`config.mk`:
```
export PLATFORM = sky130hd
export DESIGN_NAME = encoder_delta_and_rpm
export DESIGN_NICKNAME = d
export VERILOG_FILES = /design/src/sv/edr_pkg.sv /design/src/sv/encoder_delta_and_rpm.sv /design/src/sv/edr_div.sv
export SDC_FILE = /design/constraint.sdc
export NUM_CORES = 2
export LEC_CHECK = 0
export BUFFER_PORTS_ARGS = -buffer_cell sky130_fd_sc_hd__buf_2
export CAP_MARGIN = 10
export CORE_UTILIZATION = 55
export DETAILED_ROUTE_END_ITERATION = 10
export GPL_ROUTABILITY_DRIVEN = 0
export PLACE_DENSITY = 0.77
export SLEW_MARGIN = 25
export SYNTH_ARGS = -nofsm -noshare
export SYNTH_HDL_FRONTEND = slang
export SYNTH_SLANG_ARGS = --single-unit
```
`constraint.sdc`:
```
create_clock -name i_clk -period 8.68 [get_ports i_clk]
set_input_delay 0.868 -clock i_clk [delete_from_list [all_inputs] [get_ports i_clk]]
set_output_delay 0.868 -clock i_clk [all_outputs]
set_load 0.03 [all_outputs]
```
`src/sv/edr_pkg.sv`:
```
// Shared constants and types for the encoder delta and rpm block.
// No dependencies; used by edr_div and encoder_delta_and_rpm.
`default_nettype none

package edr_pkg;

    // Shared divider operand widths
    localparam int DIVIDEND_W = 32;
    localparam int DIVISOR_W  = 40;
    localparam int DIV_STEPS  = DIVIDEND_W;
    localparam int DIV_CNT_W  = $clog2(DIV_STEPS);

    // Scale from counts per ms to counts per minute
    localparam logic [15:0] RPM_SCALE = 16'd60000;

    // Configuration register widths and reset values
    localparam int GEAR_W   = 8;
    localparam int CPT_W    = 13;
    localparam int PRESET_W = 16;
    localparam int CFG_W    = 16;
    localparam int CFG_IDX_W = 2;

    localparam logic [GEAR_W-1:0]   GEAR_RESET   = 8'd50;
    localparam logic [CPT_W-1:0]    CPT_RESET    = 13'd64;
    localparam logic [PRESET_W-1:0] PRESET_RESET = 16'd32000;

    // Configuration register indexes
    localparam logic [CFG_IDX_W-1:0] CFG_GEAR   = 2'd0;
    localparam logic [CFG_IDX_W-1:0] CFG_CPT    = 2'd1;
    localparam logic [CFG_IDX_W-1:0] CFG_PRESET = 2'd2;

    // Field widths
    localparam int COUNT_W = 16;
    localparam int TIME_W  = 32;
    localparam int DELTA_W = 17;
    localparam int RPM_W   = 16;
    localparam int TOTAL_W = 32;

    localparam int S_DATA_W = 64;
    localparam int M_DATA_W = 136;

    // Sequencer states, one-hot
    typedef enum logic [6:0] {
        S_IDLE = 7'b0000001,
        S_MUL  = 7'b0000010,
        S_D1GO = 7'b0000100,
        S_D1   = 7'b0001000,
        S_D2GO = 7'b0010000,
        S_D2   = 7'b0100000,
        S_OUT  = 7'b1000000
    } t_state;

endpackage

`default_nettype wire

```
`src/sv/encoder_delta_and_rpm.sv`:
```
// Top level: two-encoder tick delta, running totals and rpm measurement.
// Depends on edr_pkg and edr_div (shared serial divider).
//
//  channel   | dir | handshake             | payload (lowest bit first)
//  ----------+-----+-----------------------+-----------------------------------------
//  s stream  | in  | i_s_tvalid/o_s_tready | tdata: count_one, count_two, now_ms
//  m stream  | out | o_m_tvalid/i_m_tready | tdata: delta_one, delta_two, rpm_one,
//            |     |                       |   rpm_two, total_one, total_two; tuser: zero_interval
//  cfg write | in  | i_cfg_we              | i_cfg_idx selects gear/cpt/preset
//
// Each beat runs from acceptance in the idle state through four passes of the
// shared divider (start, 32 steps, done), with one product step per encoder,
// and ends when the result is loaded in the output state. Each encoder takes
// two passes: delta times 60000 over counts_per_turn, then over interval times
// the gearbox reduction.
// A zero interval skips the divider and goes from the product step to output.
// Reset is synchronous, active low: clears totals and last time, restores config.
// A finished result waits in the output register; the next beat is taken
// while it waits, and only the final hand-off stalls on i_m_tready.
`default_nettype none

module encoder_delta_and_rpm #(
    parameter int COUNTER_WIDTH = 16
) (
    input  wire logic                               i_clk,
    input  wire logic                               i_rst_n,
    // count_one [15:0], count_two [31:16], now_ms [63:32]
    input  wire logic [edr_pkg::S_DATA_W-1:0]       i_s_tdata,
    input  wire logic                               i_s_tvalid,
    output logic                                    o_s_tready,
    // delta_one [16:0], delta_two [33:17], rpm_one [49:34], rpm_two [65:50],
    // total_one [97:66], total_two [129:98], zero fill [135:130]
    output logic [edr_pkg::M_DATA_W-1:0]            o_m_tdata,
    // zero_interval [0]
    output logic                                    o_m_tuser,
    output logic                                    o_m_tvalid,
    input  wire logic                               i_m_tready,
    input  wire logic                               i_cfg_we,
    input  wire logic [edr_pkg::CFG_IDX_W-1:0]      i_cfg_idx,
    input  wire logic [edr_pkg::CFG_W-1:0]          i_cfg_data
);

    // Only the low COUNTER_WIDTH bits of counts and preset take part
    localparam logic [edr_pkg::COUNT_W-1:0] CNT_MASK =
        (COUNTER_WIDTH >= edr_pkg::COUNT_W) ? {edr_pkg::COUNT_W{1'b1}}
        : edr_pkg::COUNT_W'((33'd1 << COUNTER_WIDTH) - 33'd1);

    edr_pkg::t_state r_state, n_state;

    logic [edr_pkg::GEAR_W-1:0]     r_gear;
    logic [edr_pkg::CPT_W-1:0]      r_cpt;
    logic [edr_pkg::PRESET_W-1:0]   r_preset;

    logic [edr_pkg::TIME_W-1:0]     r_last_time;
    logic [edr_pkg::TOTAL_W-1:0]    r_sum_one;
    logic [edr_pkg::TOTAL_W-1:0]    r_sum_two;

    logic [edr_pkg::DELTA_W-1:0]    r_delta [2];
    logic [edr_pkg::RPM_W-1:0]      r_rpm [2];
    logic [edr_pkg::TIME_W-1:0]     r_interval;
    logic                           r_zero;
    logic                           r_enc;
    logic [edr_pkg::DIVIDEND_W-1:0] r_num;
    logic [edr_pkg::DIVISOR_W-1:0]  r_den;

    logic                           r_m_valid;
    logic [edr_pkg::M_DATA_W-1:0]   r_m_data;
    logic                           r_m_user;

    logic [edr_pkg::COUNT_W-1:0]    w_count_one;
    logic [edr_pkg::COUNT_W-1:0]    w_count_two;
    logic [edr_pkg::TIME_W-1:0]     w_now;
    logic [edr_pkg::DELTA_W-1:0]    w_d_one;
    logic [edr_pkg::DELTA_W-1:0]    w_d_two;
    logic [edr_pkg::DELTA_W-1:0]    w_preset_ext;
    logic [edr_pkg::GEAR_W-1:0]     w_gear;
    logic [edr_pkg::CPT_W-1:0]      w_cpt;
    logic [edr_pkg::DELTA_W-1:0]    w_dsel;
    logic [edr_pkg::COUNT_W-1:0]    w_mag;
    logic                           w_accept;
    logic                           w_load_out;
    logic [edr_pkg::RPM_W-1:0]      w_sat;

    logic                           w_div_start;
    logic [edr_pkg::DIVIDEND_W-1:0] w_div_dividend;
    logic [edr_pkg::DIVISOR_W-1:0]  w_div_divisor;
    logic                           w_div_done;
    logic [edr_pkg::DIVIDEND_W-1:0] w_quo;

    assign w_count_one = i_s_tdata[15:0] & CNT_MASK;
    assign w_count_two = i_s_tdata[31:16] & CNT_MASK;
    assign w_now       = i_s_tdata[63:32];

    // Delta is count minus preset, both masked, as a 17-bit signed value
    assign w_preset_ext = {1'b0, r_preset & CNT_MASK};
    assign w_d_one = {1'b0, w_count_one} - w_preset_ext;
    assign w_d_two = {1'b0, w_count_two} - w_preset_ext;

    // A zero register acts as one
    assign w_gear = (r_gear == '0) ? edr_pkg::GEAR_W'(1) : r_gear;
    assign w_cpt  = (r_cpt == '0) ? edr_pkg::CPT_W'(1) : r_cpt;

    // Work on magnitudes; both divisions truncate toward zero
    assign w_dsel = r_delta[r_enc];
    assign w_mag  = w_dsel[edr_pkg::DELTA_W-1]
                  ? edr_pkg::COUNT_W'(edr_pkg::DELTA_W'(0) - w_dsel)
                  : w_dsel[edr_pkg::COUNT_W-1:0];

    // Restore the sign and clamp to the 16-bit range
    always_comb begin
        if (w_dsel[edr_pkg::DELTA_W-1]) begin
            w_sat = (w_quo > 32'd32768) ? 16'h8000 : edr_pkg::RPM_W'(32'd0 - w_quo);
        end else begin
            w_sat = (w_quo > 32'd32767) ? 16'h7FFF : w_quo[edr_pkg::RPM_W-1:0];
        end
    end

    assign w_accept   = i_s_tvalid && (r_state == edr_pkg::S_IDLE);
    assign w_load_out = (r_state == edr_pkg::S_OUT) && (!r_m_valid || i_m_tready);

    // Divider operand select: first pass over counts_per_turn, second over
    // interval times gear ratio
    assign w_div_start    = (r_state == edr_pkg::S_D1GO) || (r_state == edr_pkg::S_D2GO);
    assign w_div_dividend = (r_state == edr_pkg::S_D1GO) ? r_num : w_quo;
    assign w_div_divisor  = (r_state == edr_pkg::S_D1GO)
                          ? edr_pkg::DIVISOR_W'(w_cpt) : r_den;

    edr_div u_div (
        .i_clk      (i_clk),
        .i_rst_n    (i_rst_n),
        .i_start    (w_div_start),
        .i_dividend (w_div_dividend),
        .i_divisor  (w_div_divisor),
        .o_done     (w_div_done),
        .o_quotient (w_quo)
    );

    always_comb begin
        n_state = r_state;
        unique case (r_state)
            edr_pkg::S_IDLE: if (i_s_tvalid) n_state = edr_pkg::S_MUL;
            edr_pkg::S_MUL:  n_state = r_zero ? edr_pkg::S_OUT : edr_pkg::S_D1GO;
            edr_pkg::S_D1GO: n_state = edr_pkg::S_D1;
            edr_pkg::S_D1:   if (w_div_done) n_state = edr_pkg::S_D2GO;
            edr_pkg::S_D2GO: n_state = edr_pkg::S_D2;
            edr_pkg::S_D2: begin
                if (w_div_done) n_state = r_enc ? edr_pkg::S_OUT : edr_pkg::S_MUL;
            end
            edr_pkg::S_OUT:  if (w_load_out) n_state = edr_pkg::S_IDLE;
            default:         n_state = edr_pkg::S_IDLE;
        endcase
    end

    // Control state, config and running state
    always_ff @(posedge i_clk) begin
        if (!i_rst_n) begin
            r_state     <= edr_pkg::S_IDLE;
            r_gear      <= edr_pkg::GEAR_RESET;
            r_cpt       <= edr_pkg::CPT_RESET;
            r_preset    <= edr_pkg::PRESET_RESET;
            r_last_time <= '0;
            r_sum_one   <= '0;
            r_sum_two   <= '0;
            r_m_valid   <= 1'b0;
            r_enc       <= 1'b0;
        end else begin
            r_state <= n_state;
            if (i_cfg_we) begin
                unique case (i_cfg_idx)
                    edr_pkg::CFG_GEAR:   r_gear   <= i_cfg_data[edr_pkg::GEAR_W-1:0];
                    edr_pkg::CFG_CPT:    r_cpt    <= i_cfg_data[edr_pkg::CPT_W-1:0];
                    edr_pkg::CFG_PRESET: r_preset <= i_cfg_data[edr_pkg::PRESET_W-1:0];
                    default: ;
                endcase
            end
            if (w_accept) begin
                r_last_time <= w_now;
                r_sum_one   <= r_sum_one + edr_pkg::TOTAL_W'(signed'(w_d_one));
                r_sum_two   <= r_sum_two + edr_pkg::TOTAL_W'(signed'(w_d_two));
                r_enc       <= 1'b0;
            end else if (r_state == edr_pkg::S_D2 && w_div_done) begin
                r_enc <= 1'b1;
            end
            // Hold the result until taken, then drop valid unless reloaded
            if (w_load_out) begin
                r_m_valid <= 1'b1;
            end else if (i_m_tready) begin
                r_m_valid <= 1'b0;
            end
        end
    end

    // Datapath registers
    always_ff @(posedge i_clk) begin
        if (w_accept) begin
            r_delta[0] <= w_d_one;
            r_delta[1] <= w_d_two;
            r_interval <= w_now - r_last_time;
            r_zero     <= (w_now == r_last_time);
        end
        if (r_state == edr_pkg::S_MUL) begin
            r_num <= edr_pkg::DIVIDEND_W'(w_mag) * edr_pkg::DIVIDEND_W'(edr_pkg::RPM_SCALE);
            r_den <= edr_pkg::DIVISOR_W'(r_interval) * edr_pkg::DIVISOR_W'(w_gear);
            if (r_zero) begin
                r_rpm[0] <= '0;
                r_rpm[1] <= '0;
            end
        end
        if (r_state == edr_pkg::S_D2 && w_div_done) begin
            r_rpm[r_enc] <= w_sat;
        end
        if (w_load_out) begin
            r_m_data <= {6'd0, r_sum_two, r_sum_one, r_rpm[1], r_rpm[0],
                         r_delta[1], r_delta[0]};
            r_m_user <= r_zero;
        end
    end

    assign o_s_tready = (r_state == edr_pkg::S_IDLE);
    assign o_m_tvalid = r_m_valid;
    assign o_m_tdata  = r_m_data;
    assign o_m_tuser  = r_m_user;

endmodule

`default_nettype wire

```
`src/sv/edr_div.sv`:
```
// Shared restoring divider: one quotient bit per cycle, unsigned operands.
// Depends on edr_pkg for operand widths.
`default_nettype none

module edr_div (
    input  wire logic                              i_clk,
    input  wire logic                              i_rst_n,
    input  wire logic                              i_start,
    input  wire logic [edr_pkg::DIVIDEND_W-1:0]    i_dividend,
    input  wire logic [edr_pkg::DIVISOR_W-1:0]     i_divisor,
    output logic                                   o_done,
    output logic [edr_pkg::DIVIDEND_W-1:0]         o_quotient
);

    logic                                r_busy;
    logic                                r_done;
    logic [edr_pkg::DIV_CNT_W-1:0]       r_cnt;
    logic [edr_pkg::DIVISOR_W-1:0]       r_rem;
    logic [edr_pkg::DIVIDEND_W-1:0]      r_quo;
    logic [edr_pkg::DIVISOR_W-1:0]       r_dvs;

    logic [edr_pkg::DIVISOR_W:0]         w_trial;
    logic                                w_ge;
    logic [edr_pkg::DIVISOR_W:0]         w_diff;

    // Shift in the next dividend bit and try the subtract
    assign w_trial = {r_rem, r_quo[edr_pkg::DIVIDEND_W-1]};
    assign w_ge    = (w_trial >= {1'b0, r_dvs});
    assign w_diff  = w_trial - {1'b0, r_dvs};

    always_ff @(posedge i_clk) begin
        if (!i_rst_n) begin
            r_busy <= 1'b0;
            r_done <= 1'b0;
            r_cnt  <= '0;
        end else begin
            r_done <= 1'b0;
            if (i_start) begin
                r_busy <= 1'b1;
                r_cnt  <= '0;
            end else if (r_busy) begin
                r_cnt <= r_cnt + 1'b1;
                if (r_cnt == edr_pkg::DIV_CNT_W'(edr_pkg::DIV_STEPS - 1)) begin
                    r_busy <= 1'b0;
                    r_done <= 1'b1;
                end
            end
        end
    end

    always_ff @(posedge i_clk) begin
        if (i_start) begin
            r_rem <= '0;
            r_quo <= i_dividend;
            r_dvs <= i_divisor;
        end else if (r_busy) begin
            r_rem <= w_ge ? w_diff[edr_pkg::DIVISOR_W-1:0]
                          : w_trial[edr_pkg::DIVISOR_W-1:0];
            r_quo <= {r_quo[edr_pkg::DIVIDEND_W-2:0], w_ge};
        end
    end

    assign o_done     = r_done;
    assign o_quotient = r_quo;

endmodule

`default_nettype wire

```
==> summary.md <==
| Metric | Value |
|---|---|
| Outcome | `finished, final reports clean` |
| Slowest-stage cell, CP | `a2111oi_0` |
| Area Overhead vs Synth | `10.3%` |
| Setup CP Type | `register to register` |
| Top Ports | `226` |
| WP buf/inv | `3` |
| Clock Latency Late Sink | `0.64 ns` |
| Final ANT Viol Nets | `0` |
| Crit-path leading delay family | `adder cells` |
| Dpl hpwl | `66200 microns` |
| Largest area contributor in the netlist | `edfxtp_1` |
| Setup ws final | `1.13 ns` |
| First-pass GRT wire length | `143000 microns` |
| Cts bufs inserted | `58` |
| Tcrit/Tclk final | `87.0%` |
| Cell Area, Synth | `39200 sq um` |
| Vias in the first global route | `27620` |
| Min cycle time layout | `7.55 ns` |
| Reg clk slew, reported paths | `0.06 ns` |
| Reg area | `14900 sq um` |
| M1 wire length | `39900 microns` |
| Slew @ Worst Pin | `0.957 ns` |
| Most common flop cell mapped by yosys | `edfxtp_1` |
| Buffer count from post-CTS setup fixing | `0` |
| Met2 WL post-DR | `40600 microns` |
| Fillers | `5719` |
| Number of synthesis warnings | `0` |
| Final Max Tran Viols | `0` |
| Worst clock skew | `0.0345 ns` |
| Initial core utilization | `55.8%` |
| NumNets Final | `4788` |
| Crit path required time | `9.06 ns` |
| Synth Area per Inst | `9.86 sq um` |
| Hold_buf cts | `0` |
| Post-synth EDFFs | `369` |
| Worst-case clock buffer depth | `3` |
| TritonRoute pass-1 iters | `9` |
| Routed WL per cell | `17.3 microns` |
| DR DRC count | `0` |
| DRT iter0 DRCs | `1766` |
| Die area | `72400 sq um` |
| Die Width | `269 microns` |
| Share of cells above drive strength 1 | `9.11%` |
| Max incr delay on CP | `0.67 ns` |
| Worst setup SP type | `register` |
| Commonest non-fill, non-tap cells in the layout | `485 x nand2_1, 369 x edfxtp_1, 343 x inv_1` |
| Max Clk Rate | `132 MHz` |
| R2R setup slack | `1.13 ns` |
| Row count | `97` |
| Uppermost layer routed | `met5` |
| Util after Layout | `61.6%` |
| Synth Instances | `3977` |
| Dpl ws | `1.13 ns` |
| Core area | `70300 sq um` |
| Unrepaired setup endpoints after global routing | `no` |
| Relative slew slack | `36.1%` |
| Drt total wl | `88900 microns` |
| GRT overflow | `0` |
| Clock tree from TritonCTS | `done` |
| Setup TNS Final | `0 ns` |
| Resized cells post-CTS | `0` |
| Total GRT Usage | `24.5%` |
| Library cells used by synthesis | `76` |
| Met3 wire len | `6180 microns` |
| Fin. Hold Viols | `0` |
| Initial antenna violation count | `10` |
| WHS | `0.417 ns` |
| Worst min-delay path category | `register to register` |
| Critical Path AT | `7.93 ns` |
| Commonest non-fill, non-tap cell in the layout | `nand2_1` |
| Top area cells in the synthesized netlist | `edfxtp_1 28%, fa_1 12%, ha_1 9.7%, dfxtp_1 9.7%, nand2_1 4.6%` |
| CTS root buf | `clkbuf_16` |
| CP Capture Type | `register` |
| CP Max Fanout | `29` |
| Area of the multi-input gates | `22600 sq um` |
| H-tree Lvls | `2` |
| Vias per inst | `5.61` |
| #FFs+latches synth | `559` |
| Maxcap violations | `0` |
| Setup violators final | `0` |
| Post-synth ARST share | `0%` |
| Critical Path, Cell by Cell | `buf_4 -> mux2i_1 -> ha_1 -> a21oi_1 -> xnor2_1 -> inv_1 -> xnor2_1 -> xnor2_1 -> fa_1 -> fa_1 -> fa_1 -> inv_1 -> fa_1 -> ha_1 -> nand4_1 -> a211oi_1 -> o21a_1 -> a2111oi_0 -> nor3_1 -> a2111oi_0 -> a21oi_1 -> xnor2_1` |
| IO Port Bufs | `219` |
| Via count | `28894` |
| TritonCTS Sinks | `559` |
| Largest net degree at the start of global routing | `132` |
| Die height | `269 microns` |
| Area fraction of the dominant cell type after synthesis | `28.2%` |
| Sequential share of the synthesized area | `37.9%` |
## metrics by stage
stage / cells / instance area (sq um)
2_1_floorplan: 3982 / 39300
3_3_place_gp: 5035 / 41200
3_5_place_dp: 5035 / 41200
4_1_cts: 5145 / 43300
5_1_grt: 5146 / 43300
6_report: 5149 / 43300
## cell usage after synthesis, types with 6 or more instances
cell	count
dfxtp_1	190
o21a_1	28
mux2i_1	43
o211ai_1	19
o311ai_0	7
o21bai_1	29
and3_1	27
and2_1	210
fa_1	241
clkbuf_1	113
a211oi_1	54
edfxtp_1	369
mux2_2	15
nand2b_1	38
nand4_1	32
a211o_1	9
nor3_1	35
o21ai_0	157
ha_1	305
nor3b_1	10
nand2_1	486
xor2_1	66
buf_1	7
nor4_1	17
a21oi_1	315
a21o_1	101
o31ai_1	17
inv_1	345
buf_4	6
nand3_1	68
or3_1	16
a31oi_1	32
or2_2	6
a311oi_1	11
a21boi_0	7
nor2b_1	95
xnor2_1	145
nor2_1	216
## registers in the layout, summed over array words and instances, names as in the netlist, 7 cells and up, named ones only
signal            count
r_delta              34
r_state               7
r_cpt                13
r_interval           32
r_last_time          32
r_num                27
u_div.r_rem          40
o_m_tdata           130
u_div.o_quotient     32
r_sum_two            32
r_den                40
r_gear                8
r_sum_one            32
r_rpm                32
u_div.r_dvs          40
r_preset             16
## kinds of logic (layout without fill, tap and decap cells)
logic type	count (synthesis)	count (layout)	synth area share, %
and+or+nand+nor	1289	1289	16.0
AOI/OAI and AO/OA	836	836	13.2
DFF	559	559	37.9
adders and majority gates	546	546	22.0
buffers and inverters	477	700	4.63
xor gates and xnor gates	211	211	4.71
muxes	58	58	1.53
other	1	10	0.00956
## path summary, 6_finish.rpt
check	start	endpoint	cells past startpoint
max	register	r_num[31]	22
max reg2reg	register	r_num[31]	22
min	r_rpm[0][13]	o_m_tdata[47]	0
min reg2reg	r_rpm[0][13]	o_m_tdata[47]	0
## worst register-to-register path: stages, from the launching register on
cell,delay [ns]
dfxtp_1,0.34
buf_4,0.34
mux2i_1,0.31
ha_1,0.24
a21oi_1,0.09
xnor2_1,0.57
inv_1,0.21
xnor2_1,0.38
xnor2_1,0.20
fa_1,0.47
fa_1,0.49
fa_1,0.55
inv_1,0.05
fa_1,0.47
ha_1,0.40
nand4_1,0.15
a211oi_1,0.07
o21a_1,0.26
a2111oi_0,0.57
nor3_1,0.12
a2111oi_0,0.67
a21oi_1,0.17
xnor2_1,0.18
## final cells by class
type	instances	area share (%)
clock buffers	77	3.78
flip-flops and latches	559	34.4
multi-input cells	2946	52.2
clock inverters	33	0.870
well taps	940	2.72
diodes	4	0.0231
repair buffers	243	2.99
inverters	347	3.03
## layer usage
| metal | up-vias | track usage (%) |
|---|---|---|
| li1 | 14101 | - |
| met1 | 13840 | 34.1 |
| met2 | 794 | 38.9 |
| met3 | 143 | 4.86 |
| met4 | 16 | 6.71 |
| met5 | - | 0 |
Power is not shown: default switching activity piles up to over one toggle a cycle in this logic, so the estimate is an artifact.
